<file path="config.mk">
export PLATFORM = sky130hd
export DESIGN_NAME = digitizer_event_word_deframer
export DESIGN_NICKNAME = d
export VERILOG_FILES = /design/src/rtl/core/dewf_pkg.sv /design/src/rtl/core/dewf_cfg.sv /design/src/rtl/core/dewf_unwrap.sv /design/src/rtl/core/dewf_parse.sv /design/src/rtl/core/digitizer_event_word_deframer.sv
export SDC_FILE = /design/constraint.sdc
export NUM_CORES = 1
export LEC_CHECK = 0
export ABC_AREA = 1
export BUFFER_PORTS_ARGS = -buffer_cell sky130_fd_sc_hd__buf_4
export CAP_MARGIN = 10
export CORE_ASPECT_RATIO = 1.5
export CORE_MARGIN = 2
export CORE_UTILIZATION = 40
export CTS_BUF_LIST = sky130_fd_sc_hd__clkbuf_4 sky130_fd_sc_hd__clkbuf_8
export DETAILED_ROUTE_END_ITERATION = 12
export SYNTH_ARGS = -nofsm -noshare
export SYNTH_HDL_FRONTEND = slang
export SYNTH_HIERARCHICAL = 1
export SYNTH_SLANG_ARGS = --single-unit
</file>
<file path="constraint.sdc">
create_clock -name clk -period 36.6 [get_ports clk]
set_input_delay 3.66 -clock clk [delete_from_list [all_inputs] [get_ports clk]]
set_output_delay 3.66 -clock clk [all_outputs]
set_load 0.01 [all_outputs]
</file>
<file path="src/rtl/core/dewf_pkg.sv">
// Package for the digitizer event word deframer.
// Shared types, codes and fixed stream constants; no dependencies.
package dewf_pkg;

  localparam logic [31:0] BUF_MARKER = 32'hABBAABBA;

  // Result kinds
  localparam logic [1:0] KIND_SAMPLE = 2'd0;
  localparam logic [1:0] KIND_EVENT  = 2'd1;
  localparam logic [1:0] KIND_END    = 2'd2;
  localparam logic [1:0] KIND_ERROR  = 2'd3;

  // Error codes
  localparam logic [1:0] ERR_NONE    = 2'd0;
  localparam logic [1:0] ERR_MARKER  = 2'd1;
  localparam logic [1:0] ERR_TRAILER = 2'd2;

  // Configuration register indexes
  localparam logic [2:0] CFG_RAW_SAMPLES    = 3'd0;
  localparam logic [2:0] CFG_TRAP_WORDS     = 3'd1;
  localparam logic [2:0] CFG_WRAP_MODE      = 3'd2;
  localparam logic [2:0] CFG_TRAILER_MARKER = 3'd3;
  localparam logic [2:0] CFG_END_MARKER     = 3'd4;

  typedef enum logic [4:0] {
    PH_HEADER = 5'b00001,
    PH_EVENT  = 5'b00010,
    PH_SKIP   = 5'b00100,
    PH_DONE   = 5'b01000,
    PH_ERROR  = 5'b10000
  } dewf_phase_t;

  typedef struct packed {
    logic [15:0] raw_samples;
    logic [15:0] trap_words;
    logic        wrap_mode;
    logic [31:0] trailer_marker;
    logic [31:0] end_marker;
  } dewf_cfg_t;

  typedef struct packed {
    logic [1:0]         kind;
    logic [15:0]        first_sample;
    logic [15:0]        second_sample;
    logic [15:0]        sample_position;
    logic [3:0]         channel_number;
    logic [47:0]        time_stamp;
    logic signed [31:0] energy_value;
    logic [1:0]         error_code;
  } dewf_result_t;

endpackage

</file>
<file path="src/rtl/core/dewf_cfg.sv">
// Configuration register file of the event word deframer.
// Depends on dewf_pkg (register indexes, dewf_cfg_t).
module dewf_cfg (
  input  logic               clk,
  input  logic               rst_n,
  input  logic               wr_en,
  input  logic [2:0]         wr_index,
  input  logic [31:0]        wr_data,
  output dewf_pkg::dewf_cfg_t cfg
);
  import dewf_pkg::*;

  dewf_cfg_t cfg_r;

  always_ff @(posedge clk) begin
    if (!rst_n) begin
      cfg_r <= '0;
    end else if (wr_en) begin
      case (wr_index)
        CFG_RAW_SAMPLES:    cfg_r.raw_samples    <= wr_data[15:0];
        CFG_TRAP_WORDS:     cfg_r.trap_words     <= wr_data[15:0];
        CFG_WRAP_MODE:      cfg_r.wrap_mode      <= wr_data[0];
        CFG_TRAILER_MARKER: cfg_r.trailer_marker <= wr_data;
        CFG_END_MARKER:     cfg_r.end_marker     <= wr_data;
        default: ;
      endcase
    end
  end

  assign cfg = cfg_r;

endmodule

</file>
<file path="src/rtl/core/dewf_unwrap.sv">
// Trace position of a raw sample pair, undoing the wrap by start index.
// Purely combinational; no package or submodule dependencies.
module dewf_unwrap (
  input  logic        wrap_mode,
  input  logic [14:0] trace_words,  // raw words per event
  input  logic [15:0] wrap_start,
  input  logic [14:0] word_index,   // raw word index within the trace
  output logic [15:0] position
);
  logic [15:0] k;
  logic [15:0] half;
  logic [15:0] half_min;
  logic [16:0] shift;
  logic [16:0] pos_late;
  logic [16:0] pos_early;

  always_comb begin
    k         = {word_index, 1'b0};
    half      = 16'(({1'b0, wrap_start} + 17'd1) >> 1);
    half_min  = (half > {1'b0, trace_words}) ? {1'b0, trace_words} : half;
    shift     = {half_min, 1'b0};
    pos_late  = {1'b0, k} - shift;
    // samples before the start index belong at the tail of the trace
    pos_early = {1'b0, trace_words, 1'b0} - shift + {1'b0, k};
    if (!wrap_mode)
      position = k;
    else if (k >= wrap_start)
      position = pos_late[15:0];
    else
      position = pos_early[15:0];
  end

endmodule

</file>
<file path="src/rtl/core/dewf_parse.sv">
// Stream parser: buffer header, event packet tracking and result forming.
// Depends on dewf_pkg and dewf_unwrap.
module dewf_parse (
  input  logic                   clk,
  input  logic                   rst_n,
  input  logic                   step,       // consume one word this cycle
  input  logic [31:0]            word,
  input  dewf_pkg::dewf_cfg_t    cfg,
  output logic                   res_valid,
  output dewf_pkg::dewf_result_t res
);
  import dewf_pkg::*;

  dewf_phase_t phase_r, phase_nxt;
  logic [16:0] wpos_r, wpos_nxt;
  logic [31:0] left_r, left_nxt;
  logic [3:0]  chan_r, chan_nxt;
  logic [47:0] time_r, time_nxt;
  logic [15:0] wstart_r, wstart_nxt;
  logic [31:0] energy_r, energy_nxt;

  logic [14:0] trace_words;
  logic [16:0] base;
  logic [16:0] pkt_len;
  logic [16:0] len_m1;
  logic [16:0] len_m4;
  logic [16:0] raw_end;
  logic [16:0] raw_off;
  logic [15:0] position;
  logic        skip_now;
  logic [31:0] left_dec;

  always_comb begin
    trace_words = cfg.raw_samples[15:1];
    base        = cfg.wrap_mode ? 17'd4 : 17'd2;
    pkt_len     = 17'd6 + {2'b0, trace_words} + {1'b0, cfg.trap_words}
                + (cfg.wrap_mode ? 17'd2 : 17'd0);
    len_m1      = pkt_len - 17'd1;
    len_m4      = pkt_len - 17'd4;
    raw_end     = base + {2'b0, trace_words};
    raw_off     = wpos_r - base;
    left_dec    = left_r - 32'd1;
  end

  dewf_unwrap u_unwrap (
    .wrap_mode   (cfg.wrap_mode),
    .trace_words (trace_words),
    .wrap_start  (wstart_r),
    .word_index  (raw_off[14:0]),
    .position    (position)
  );

  always_comb begin
    phase_nxt  = phase_r;
    wpos_nxt   = wpos_r;
    left_nxt   = left_r;
    chan_nxt   = chan_r;
    time_nxt   = time_r;
    wstart_nxt = wstart_r;
    energy_nxt = energy_r;
    res_valid  = 1'b0;
    res        = '0;
    skip_now   = 1'b0;

    if (step) begin
      case (phase_r)
        PH_HEADER: begin
          if (wpos_r == 17'd0) begin
            if (word == cfg.end_marker) begin
              phase_nxt = PH_DONE;
              res_valid = 1'b1;
              res.kind  = KIND_END;
            end else if (word != BUF_MARKER) begin
              phase_nxt      = PH_ERROR;
              res_valid      = 1'b1;
              res.kind       = KIND_ERROR;
              res.error_code = ERR_MARKER;
            end else begin
              wpos_nxt = 17'd1;
            end
          end else if (wpos_r < 17'd3) begin
            wpos_nxt = wpos_r + 17'd1;
          end else begin
            left_nxt  = word;
            wpos_nxt  = '0;
            phase_nxt = (word != 32'd0) ? PH_EVENT : PH_HEADER;
          end
        end

        PH_EVENT, PH_SKIP: begin
          // too few words left for a whole packet: drop rest of buffer
          skip_now = (phase_r == PH_SKIP) ||
                     ((wpos_r == 17'd0) && (left_r < {15'd0, pkt_len}));
          phase_nxt = skip_now ? PH_SKIP : PH_EVENT;

          if (!skip_now) begin
            if (wpos_r == 17'd0) begin
              chan_nxt = {1'b0, word[2:0]} + 4'd1;
              time_nxt = {word[31:16], 32'd0};
            end else if (wpos_r == 17'd1) begin
              time_nxt = {time_r[47:32], word};
            end else if (cfg.wrap_mode && wpos_r == 17'd3) begin
              wstart_nxt = (word[31:16] != 16'd0) ? 16'hFFFF : word[15:0];
            end else if (wpos_r >= base && wpos_r < raw_end) begin
              res_valid           = 1'b1;
              res.kind            = KIND_SAMPLE;
              res.first_sample    = word[31:16];
              res.second_sample   = word[15:0];
              res.sample_position = position;
            end else if (wpos_r == len_m4) begin
              energy_nxt = word;
            end

            if (wpos_r >= len_m1) begin
              wpos_nxt = '0;
              if (word != cfg.trailer_marker) begin
                phase_nxt      = PH_ERROR;
                res            = '0;
                res.kind       = KIND_ERROR;
                res.error_code = ERR_TRAILER;
              end else begin
                res.kind           = KIND_EVENT;
                res.channel_number = chan_r;
                res.time_stamp     = time_r;
                res.energy_value   = energy_r;
              end
              res_valid = 1'b1;
            end else begin
              wpos_nxt = wpos_r + 17'd1;
            end
          end

          if (phase_nxt != PH_ERROR) begin
            left_nxt = left_dec;
            if (left_dec == 32'd0) begin
              phase_nxt = PH_HEADER;
              wpos_nxt  = '0;
            end
          end
        end

        PH_DONE, PH_ERROR: ;
        default: ;
      endcase
    end
  end

  always_ff @(posedge clk) begin
    if (!rst_n) begin
      phase_r  <= PH_HEADER;
      wpos_r   <= '0;
      left_r   <= '0;
      chan_r   <= '0;
      time_r   <= '0;
      wstart_r <= '0;
      energy_r <= '0;
    end else begin
      phase_r  <= phase_nxt;
      wpos_r   <= wpos_nxt;
      left_r   <= left_nxt;
      chan_r   <= chan_nxt;
      time_r   <= time_nxt;
      wstart_r <= wstart_nxt;
      energy_r <= energy_nxt;
    end
  end

endmodule

</file>
<file path="src/rtl/core/digitizer_event_word_deframer.sv">
// Digitizer event word deframer, top level.
// Depends on dewf_pkg, dewf_cfg, dewf_parse (which uses dewf_unwrap).
//
// Takes the digitizer stream one 32-bit word per in_ transfer: buffers of a
// four-word header (marker, two ignored words, length) followed by fixed-length
// event packets. Every raw trace word gives one sample-pair result tagged with
// its final trace position (a wrapped trace comes out with the correct indexes,
// no reordering buffer), and every good trailer gives an event record with
// channel, 48-bit timestamp and signed energy. Header words, timestamps,
// trapezoid words and buffer leftovers too short for a whole packet give no
// result. The end marker gives one end-of-data result; a bad buffer marker or a
// missing trailer gives one error result; after either the block takes and
// drops every word until reset.
// Rate: one word per cycle, sustained. The word sits in an input register, is
// parsed in one register-to-register pass (position counters, packet length
// add and compares, the unwrap subtract), and its result lands in the output
// register. The output register holds a waiting result while the next word is
// taken in; backpressure on out_ready stalls the input only when both
// registers are full.
// Configuration: cfg_ready is always high; index 0 raw_samples, 1 trap_words,
// 2 wrap_mode, 3 trailer_marker, 4 end_marker; other indexes are ignored.
// Write registers only while no words are in flight.
module digitizer_event_word_deframer (
  input  logic               clk,
  input  logic               rst_n,
  // word input
  input  logic               in_valid,
  output logic               in_ready,
  input  logic [31:0]        in_data_word,
  // result output
  output logic               out_valid,
  input  logic               out_ready,
  output logic [1:0]         out_kind,
  output logic [15:0]        out_first_sample,
  output logic [15:0]        out_second_sample,
  output logic [15:0]        out_sample_position,
  output logic [3:0]         out_channel_number,
  output logic [47:0]        out_time_stamp,
  output logic signed [31:0] out_energy_value,
  output logic [1:0]         out_error_code,
  // configuration writes
  input  logic               cfg_valid,
  output logic               cfg_ready,
  input  logic [2:0]         cfg_index,
  input  logic [31:0]        cfg_data
);
  import dewf_pkg::*;

  dewf_cfg_t    cfg;
  dewf_result_t res;
  logic         res_valid;

  // input register
  logic         in_valid_r, in_valid_nxt;
  logic [31:0]  in_word_r;

  // output register
  logic         out_valid_r, out_valid_nxt;
  dewf_result_t out_res_r;

  logic         advance;   // parse the held word this cycle

  assign cfg_ready = 1'b1;

  dewf_cfg u_cfg (
    .clk      (clk),
    .rst_n    (rst_n),
    .wr_en    (cfg_valid & cfg_ready),
    .wr_index (cfg_index),
    .wr_data  (cfg_data),
    .cfg      (cfg)
  );

  // a word moves on when the output register is free or being drained
  assign advance  = in_valid_r && (!out_valid_r || out_ready);
  assign in_ready = !in_valid_r || advance;

  dewf_parse u_parse (
    .clk       (clk),
    .rst_n     (rst_n),
    .step      (advance),
    .word      (in_word_r),
    .cfg       (cfg),
    .res_valid (res_valid),
    .res       (res)
  );

  always_comb begin
    in_valid_nxt = (in_valid && in_ready) ? 1'b1 : (in_valid_r && !advance);
    if (advance)
      out_valid_nxt = res_valid;
    else
      out_valid_nxt = out_valid_r && !out_ready;
  end

  always_ff @(posedge clk) begin
    if (!rst_n) begin
      in_valid_r  <= 1'b0;
      out_valid_r <= 1'b0;
    end else begin
      in_valid_r  <= in_valid_nxt;
      out_valid_r <= out_valid_nxt;
    end
  end

  // payload registers, no reset
  always_ff @(posedge clk) begin
    if (in_valid && in_ready)
      in_word_r <= in_data_word;
    if (advance && res_valid)
      out_res_r <= res;
  end

  assign out_valid           = out_valid_r;
  assign out_kind            = out_res_r.kind;
  assign out_first_sample    = out_res_r.first_sample;
  assign out_second_sample   = out_res_r.second_sample;
  assign out_sample_position = out_res_r.sample_position;
  assign out_channel_number  = out_res_r.channel_number;
  assign out_time_stamp      = out_res_r.time_stamp;
  assign out_energy_value    = out_res_r.energy_value;
  assign out_error_code      = out_res_r.error_code;

endmodule

</file>
# Word level (Yosys, flattened, before mapping)
# Cells that the tools add are included.
[op_classes]
magnitude_cmp = 7
n_addsub = 14
muxes = 66
n_reduce_logical = 37
eq_ne = 21
n_bitwise = 8
[op_table]
columns = ["operator", "n"]
rows = [
  ["$mux W136", 2],
  ["$mux W50", 3],
  ["$mux W48", 3],
  ["$mux W17", 8],
  ["$mux W32", 4],
  ["$mux W84", 1],
  ["$pmux W32 S2", 1],
  ["$mux W5", 11],
  ["$mux W16", 3],
  ["$pmux W17 S2", 1],
  ["$eq A32 B32 Y1", 1],
  ["$logic_not A32 Y1", 1],
  ["$lt A32 B17 Y1", 1],
  ["$ne A32 B32 Y1", 1],
  ["$ne A32 B32 Y1 const B", 1],
  ["$reduce_bool A32 Y1", 1],
  ["$sub A16 B16 Y16", 2],
  ["$sub A32 B1 Y32 const B", 1],
  ["$mux W2", 9],
  ["$add A16 B1 Y17 const B", 1],
  ["$add A17 B1 Y17 const B", 1],
  ["$add A17 B15 Y17", 1],
  ["$add A17 B16 Y17", 1],
  ["$add A17 B17 Y17", 1],
  ["other kinds (49)", 93],
]
[word_totals]
input_bits = 72
out_inout_bits = 139
elab_cells = 177
reg_bits = 421

# Longest topological paths before layout
[logic_depth]
ltp_word = 15
ltp_mapped = 43
depth_no_buf = 42

# By module
# Netlist, hierarchy kept.
[by_module_without_submodules]
columns = ["module", "area_each_um2", "cells_per_inst", "instances", "seq_area_each_um2"]
rows = [
  ["dewf_parse", 14391.3, 2407, 1, 3083.0],
  ["digitizer_event_word_deframer", 5163.7, 187, 1, 5084.9],
  ["dewf_cfg", 3951.3, 574, 1, 1941.9],
  ["dewf_unwrap", 3768.6, 622, 1, 0.0],
]

# Worst setup path before layout
# OpenSTA, ideal clock, no wires.
[synth_timing]
kind = "reg2reg"
startpoint = "register u_cfg/cfg[64] (netlist name)"
endpoint = "register out_res_r (netlist bit out_channel_number[0]) (enable)"
setup_slack_ns = 21.874
stages_incl_launch_ff = 31
path_buffers = 2
arrival_ns = 13.928
setup_time_ns = 0.798
t_required_ns = 35.802
cell_sequence = "dfxtp_1 > inv_1 > ha_1 > fa_1 > inv_1 > nand3_1 > nand2_1 > nand2_1 > nand2_2 > inv_1 > nor2_1 > inv_1 > nor2_1 > nand2_1 > nor2_2 > nand2_1 > nor3_1 > xnor2_1 > inv_1 > ha_1 > nand2_1 > nor3_1 > nor3b_1 > nand4_1 > nand4_1 > clkbuf_1 > clkbuf_1 > o211ai_1 > a21oi_1 > inv_1 > nor3_1"
[synth_via]
elab_chain_len = 13
elab_cells_between_ends = 22
[synth_lines]
columns = ["element", "line_no", "text"]
rows = [
  ["parallel branches: the longest is 9 deep, another holds $add A17 B17 Y17", "n/a", ""],
  ["$mux W1 (*)", "dewf_parse.sv:96", "if (!skip_now) begin"],
  ["$pmux W1 S2 (*)", "dewf_parse.sv:66", "case (phase_r)"],
  ["$mux W1 (*)", "dewf_parse.sv:65", "if (step) begin"],
  ["net res_valid", "digitizer_event_word_deframer.sv:51", "logic res_valid;"],
  ["$logic_and A1 B1 Y1 (*)", "digitizer_event_word_deframer.sv:110", "if (advance && res_valid)"],
  ["end signal: assignment", "digitizer_event_word_deframer.sv:111", "out_res_r <= res;"],
  ["end: declaration", "digitizer_event_word_deframer.sv:59", "dewf_result_t out_res_r;"],
]
# Mark *: on every way through the listed nets, which the timed path passes.
# A chain may end at the register's enable or synchronous reset.

# Final worst setup path
[layout_timing]
startpoint = "input port out_ready"
endpoint = "output port in_ready"
[layout_via]
elab_chain_len = 3
[layout_lines]
columns = ["element", "line_no", "text"]
rows = [
  ["start: declaration", "digitizer_event_word_deframer.sv:32", "input logic out_ready,"],
  ["$logic_or A1 B1 Y1", "digitizer_event_word_deframer.sv:75", "assign advance = in_valid_r && (!out_valid_r || out_ready);"],
  ["$logic_and A1 B1 Y1", "digitizer_event_word_deframer.sv:75", ""],
  ["$logic_or A1 B1 Y1", "digitizer_event_word_deframer.sv:76", "assign in_ready = !in_valid_r || advance;"],
  ["end: declaration", "digitizer_event_word_deframer.sv:28", "output logic in_ready,"],
]
# No other way between the ends.

==> results.py <==
metrics = {
    "critical_path": {
        "crit_fanout": 3,
        "slowest_stage": "buf_4",
        "critPathLaunchType": "primary input",
        "endpoint_kind": "output pin",
        "path_delay_family": "buffers and inverters",
        "path_class": "primary input to output pin",
        "required_ns": 32.94,
        "path_buf_inv": 3,
        "timing.critical_path.mode_cell": "buf_4",
        "arrival_ns": 4.11,
        "cpPeakStageDelay_ns": 0.17,
        "path_cells": "buf_4, inv_1, nand3_1, buf_4",
    },
    "sta": {
        "rsz0062_at_grt": "false",
        "setup_tns_ns": 0,
        "setup_viol": 0,
        "relSlewSlack_pct": 14.7,
        "finalClockSkew_ns": 0.0556,
        "worstMarginPinSlew_ns": 1.28,
        "fin_hold_ws_ns": 0.480,
        "timing.final.ws_setup_ns": 28.83,
        "fin_crit_ns": 7.77,
        "finalMaxSlewViolations": 0,
        "hold_viol": 0,
        "period_share_pct": 21.2,
        "fmax_ghz": 0.129,
    },
    "global_route": {
        "gr-total-overflow": 0,
        "grt_usage_pct": 26.1,
        "antenna_found_initial": 1,
        "grt_pass1_vias": 24600,
        "grt_first_pass_wirelength_um": 141000,
        "grt_max_degree": 137,
    },
    "clocking": {
        "cts_tree": "built",
        "clkSlewWorstSetupHoldPaths_ns": 0.06,
        "h-tree-depth": 3,
        "clock_path_buffers": 3,
        "cts_inserted_buffers": 69,
        "cts_hold_buffers": 0,
        "clock_latency_ns": 0.70,
        "post_cts.repair.setup_buffers": 0,
        "ctsResizeCount": 0,
        "clock_sinks": 420,
        "cts_root_buffer": "clkbuf_8",
    },
    "synthesis": {
        "netlist_instances": 3785,
        "syn_nets": 4020,
        "avgSynthCellArea_sq_um": 7.20,
        "yosysWarningCount": 6,
        "netlist_area_sq_mm": 0.0272,
    },
    "cells_and_area": {
        "finish.net_count": 4161,
        "final_cells": 4874,
        "area_delta_synth_final_pct": 13.5,
        "fill_cells": 7047,
        "layout-drive-gt1-share_pct": 11.9,
    },
    "floorplan": {
        "initial_core_util_pct": 40.3,
        "ios": 211,
        "design.core.area_sq_mm": 0.0676,
        "die_h_um": 324,
        "die_width_um": 217,
        "dieArea_sq_mm": 0.0702,
        "rows": 117,
    },
    "route": {
        "vias_per_cell": 5.15,
        "drc": 0,
        "drt-initial-drc-count": 1752,
        "num_vias": 25100,
        "wirelength_um": 92600,
        "drt-pass1-iter-count": 8,
        "wl_per_cell_um": 19.0,
        "antenna_left": 0,
    },
    "run_status": {
        "status": "finished, final reports clean",
    },
    "placement": {
        "dp_hpwl_um": 67600,
        "io_buffers": 209,
        "gp_congestion": 0.924,
        "place_ws_ns": 28.82,
        "dp.cells": 4747,
    },
    "pwr": {
        "p_leak_nw": 13.5,
        "power_w": 0.00184,
        "vdd_ir_drop_max_v": 0.0000331,
        "p_per_area_mw_per_mm2": 59.4,
    },
    "hold_path": {
        "min-delay-path-class": "flip-flop to flip-flop",
    },
    "job": {
        "drv_cap": 0,
    },
}
## stage by stage
step	utilization, %	area [sq um]
floorplan	-	27200
global placement	43.5	29400
detailed placement	43.5	29400
CTS	45.7	30900
global route	45.7	30900
finish	45.7	30900
## layout make-up
type / count / area (sq um) / share of cell area (%)
diodes: 1 / 2.50 / 0.00809
clock buffers: 102 / 1270 / 4.10
clock inverters: 24 / 228 / 0.737
inverters: 459 / 1720 / 5.57
multi-input cells: 2734 / 14700 / 47.4
flip-flops and latches: 420 / 10100 / 32.6
well taps: 892 / 1120 / 3.61
repair buffers: 242 / 1830 / 5.93
## state kept, by name (all words and copies together), names as in the netlist, 4 cells and up
name and count:
u_parse/left_r 32, u_parse/time_r 48, out_channel_number 4, in_word_r 32, out_sample_position 16, out_energy_value 32
out_second_sample 16, u_parse/phase_r 5, u_parse/energy_r 32, out_time_stamp 48, u_parse/chan_r 4, u_cfg/cfg 96
u_parse/wstart_r 16, out_first_sample 16, u_parse/wpos_r 17
## tightest hold or removal path, delay by kind of cell (launching register included)
| kind | cells | cell delay, ns |
|---|---|---|
| and+or+nand+nor | 2 | 0.12 |
| DFF | 1 | 0.32 |
## power by group
group,switching (W),total (W),internal (W)
Combinational,0.000549,0.000830,0.000281
Clock,0.000208,0.000454,0.000246
Sequential,0.0000424,0.000552,0.000509
## path summary, 6_finish.rpt
check	end	slack [ns]	startpoint	cells past startpoint
min reg2reg	u_parse/energy_r[4]$_SDFFE_PN0P_	0.48	u_parse/energy_r[4]$_SDFFE_PN0P_	2
min	u_parse/energy_r[4]$_SDFFE_PN0P_	0.48	u_parse/energy_r[4]$_SDFFE_PN0P_	2
max	in_ready	28.83	out_ready	4
max reg2reg	out_sample_position[15]$_DFFE_PP_	29.77	u_parse/wstart_r[0]$_SDFFE_PN0P_	33
## routing by layer
metal	vias to the layer above	track usage [%]	share of wire (%)
met5	-	0	0
met4	0	16.8	6.7
met3	223	3.62	4.6
met2	742	47.7	51
met1	11600	28.2	38
li1	12500	-	-
## layout by cell type (no fill, tap or decap), types with 82 or more instances in the layout
master    count
buf_4       240
a21oi_1     154
nand3_1     312
inv_1       441
dfxtp_1     252
ha_1        151
nor2_1      609
nand2_1     816
nor3_1       82
xor2_1       96
o21ai_0     102
edfxtp_1    168
Power figures use the tool's default switching activity.
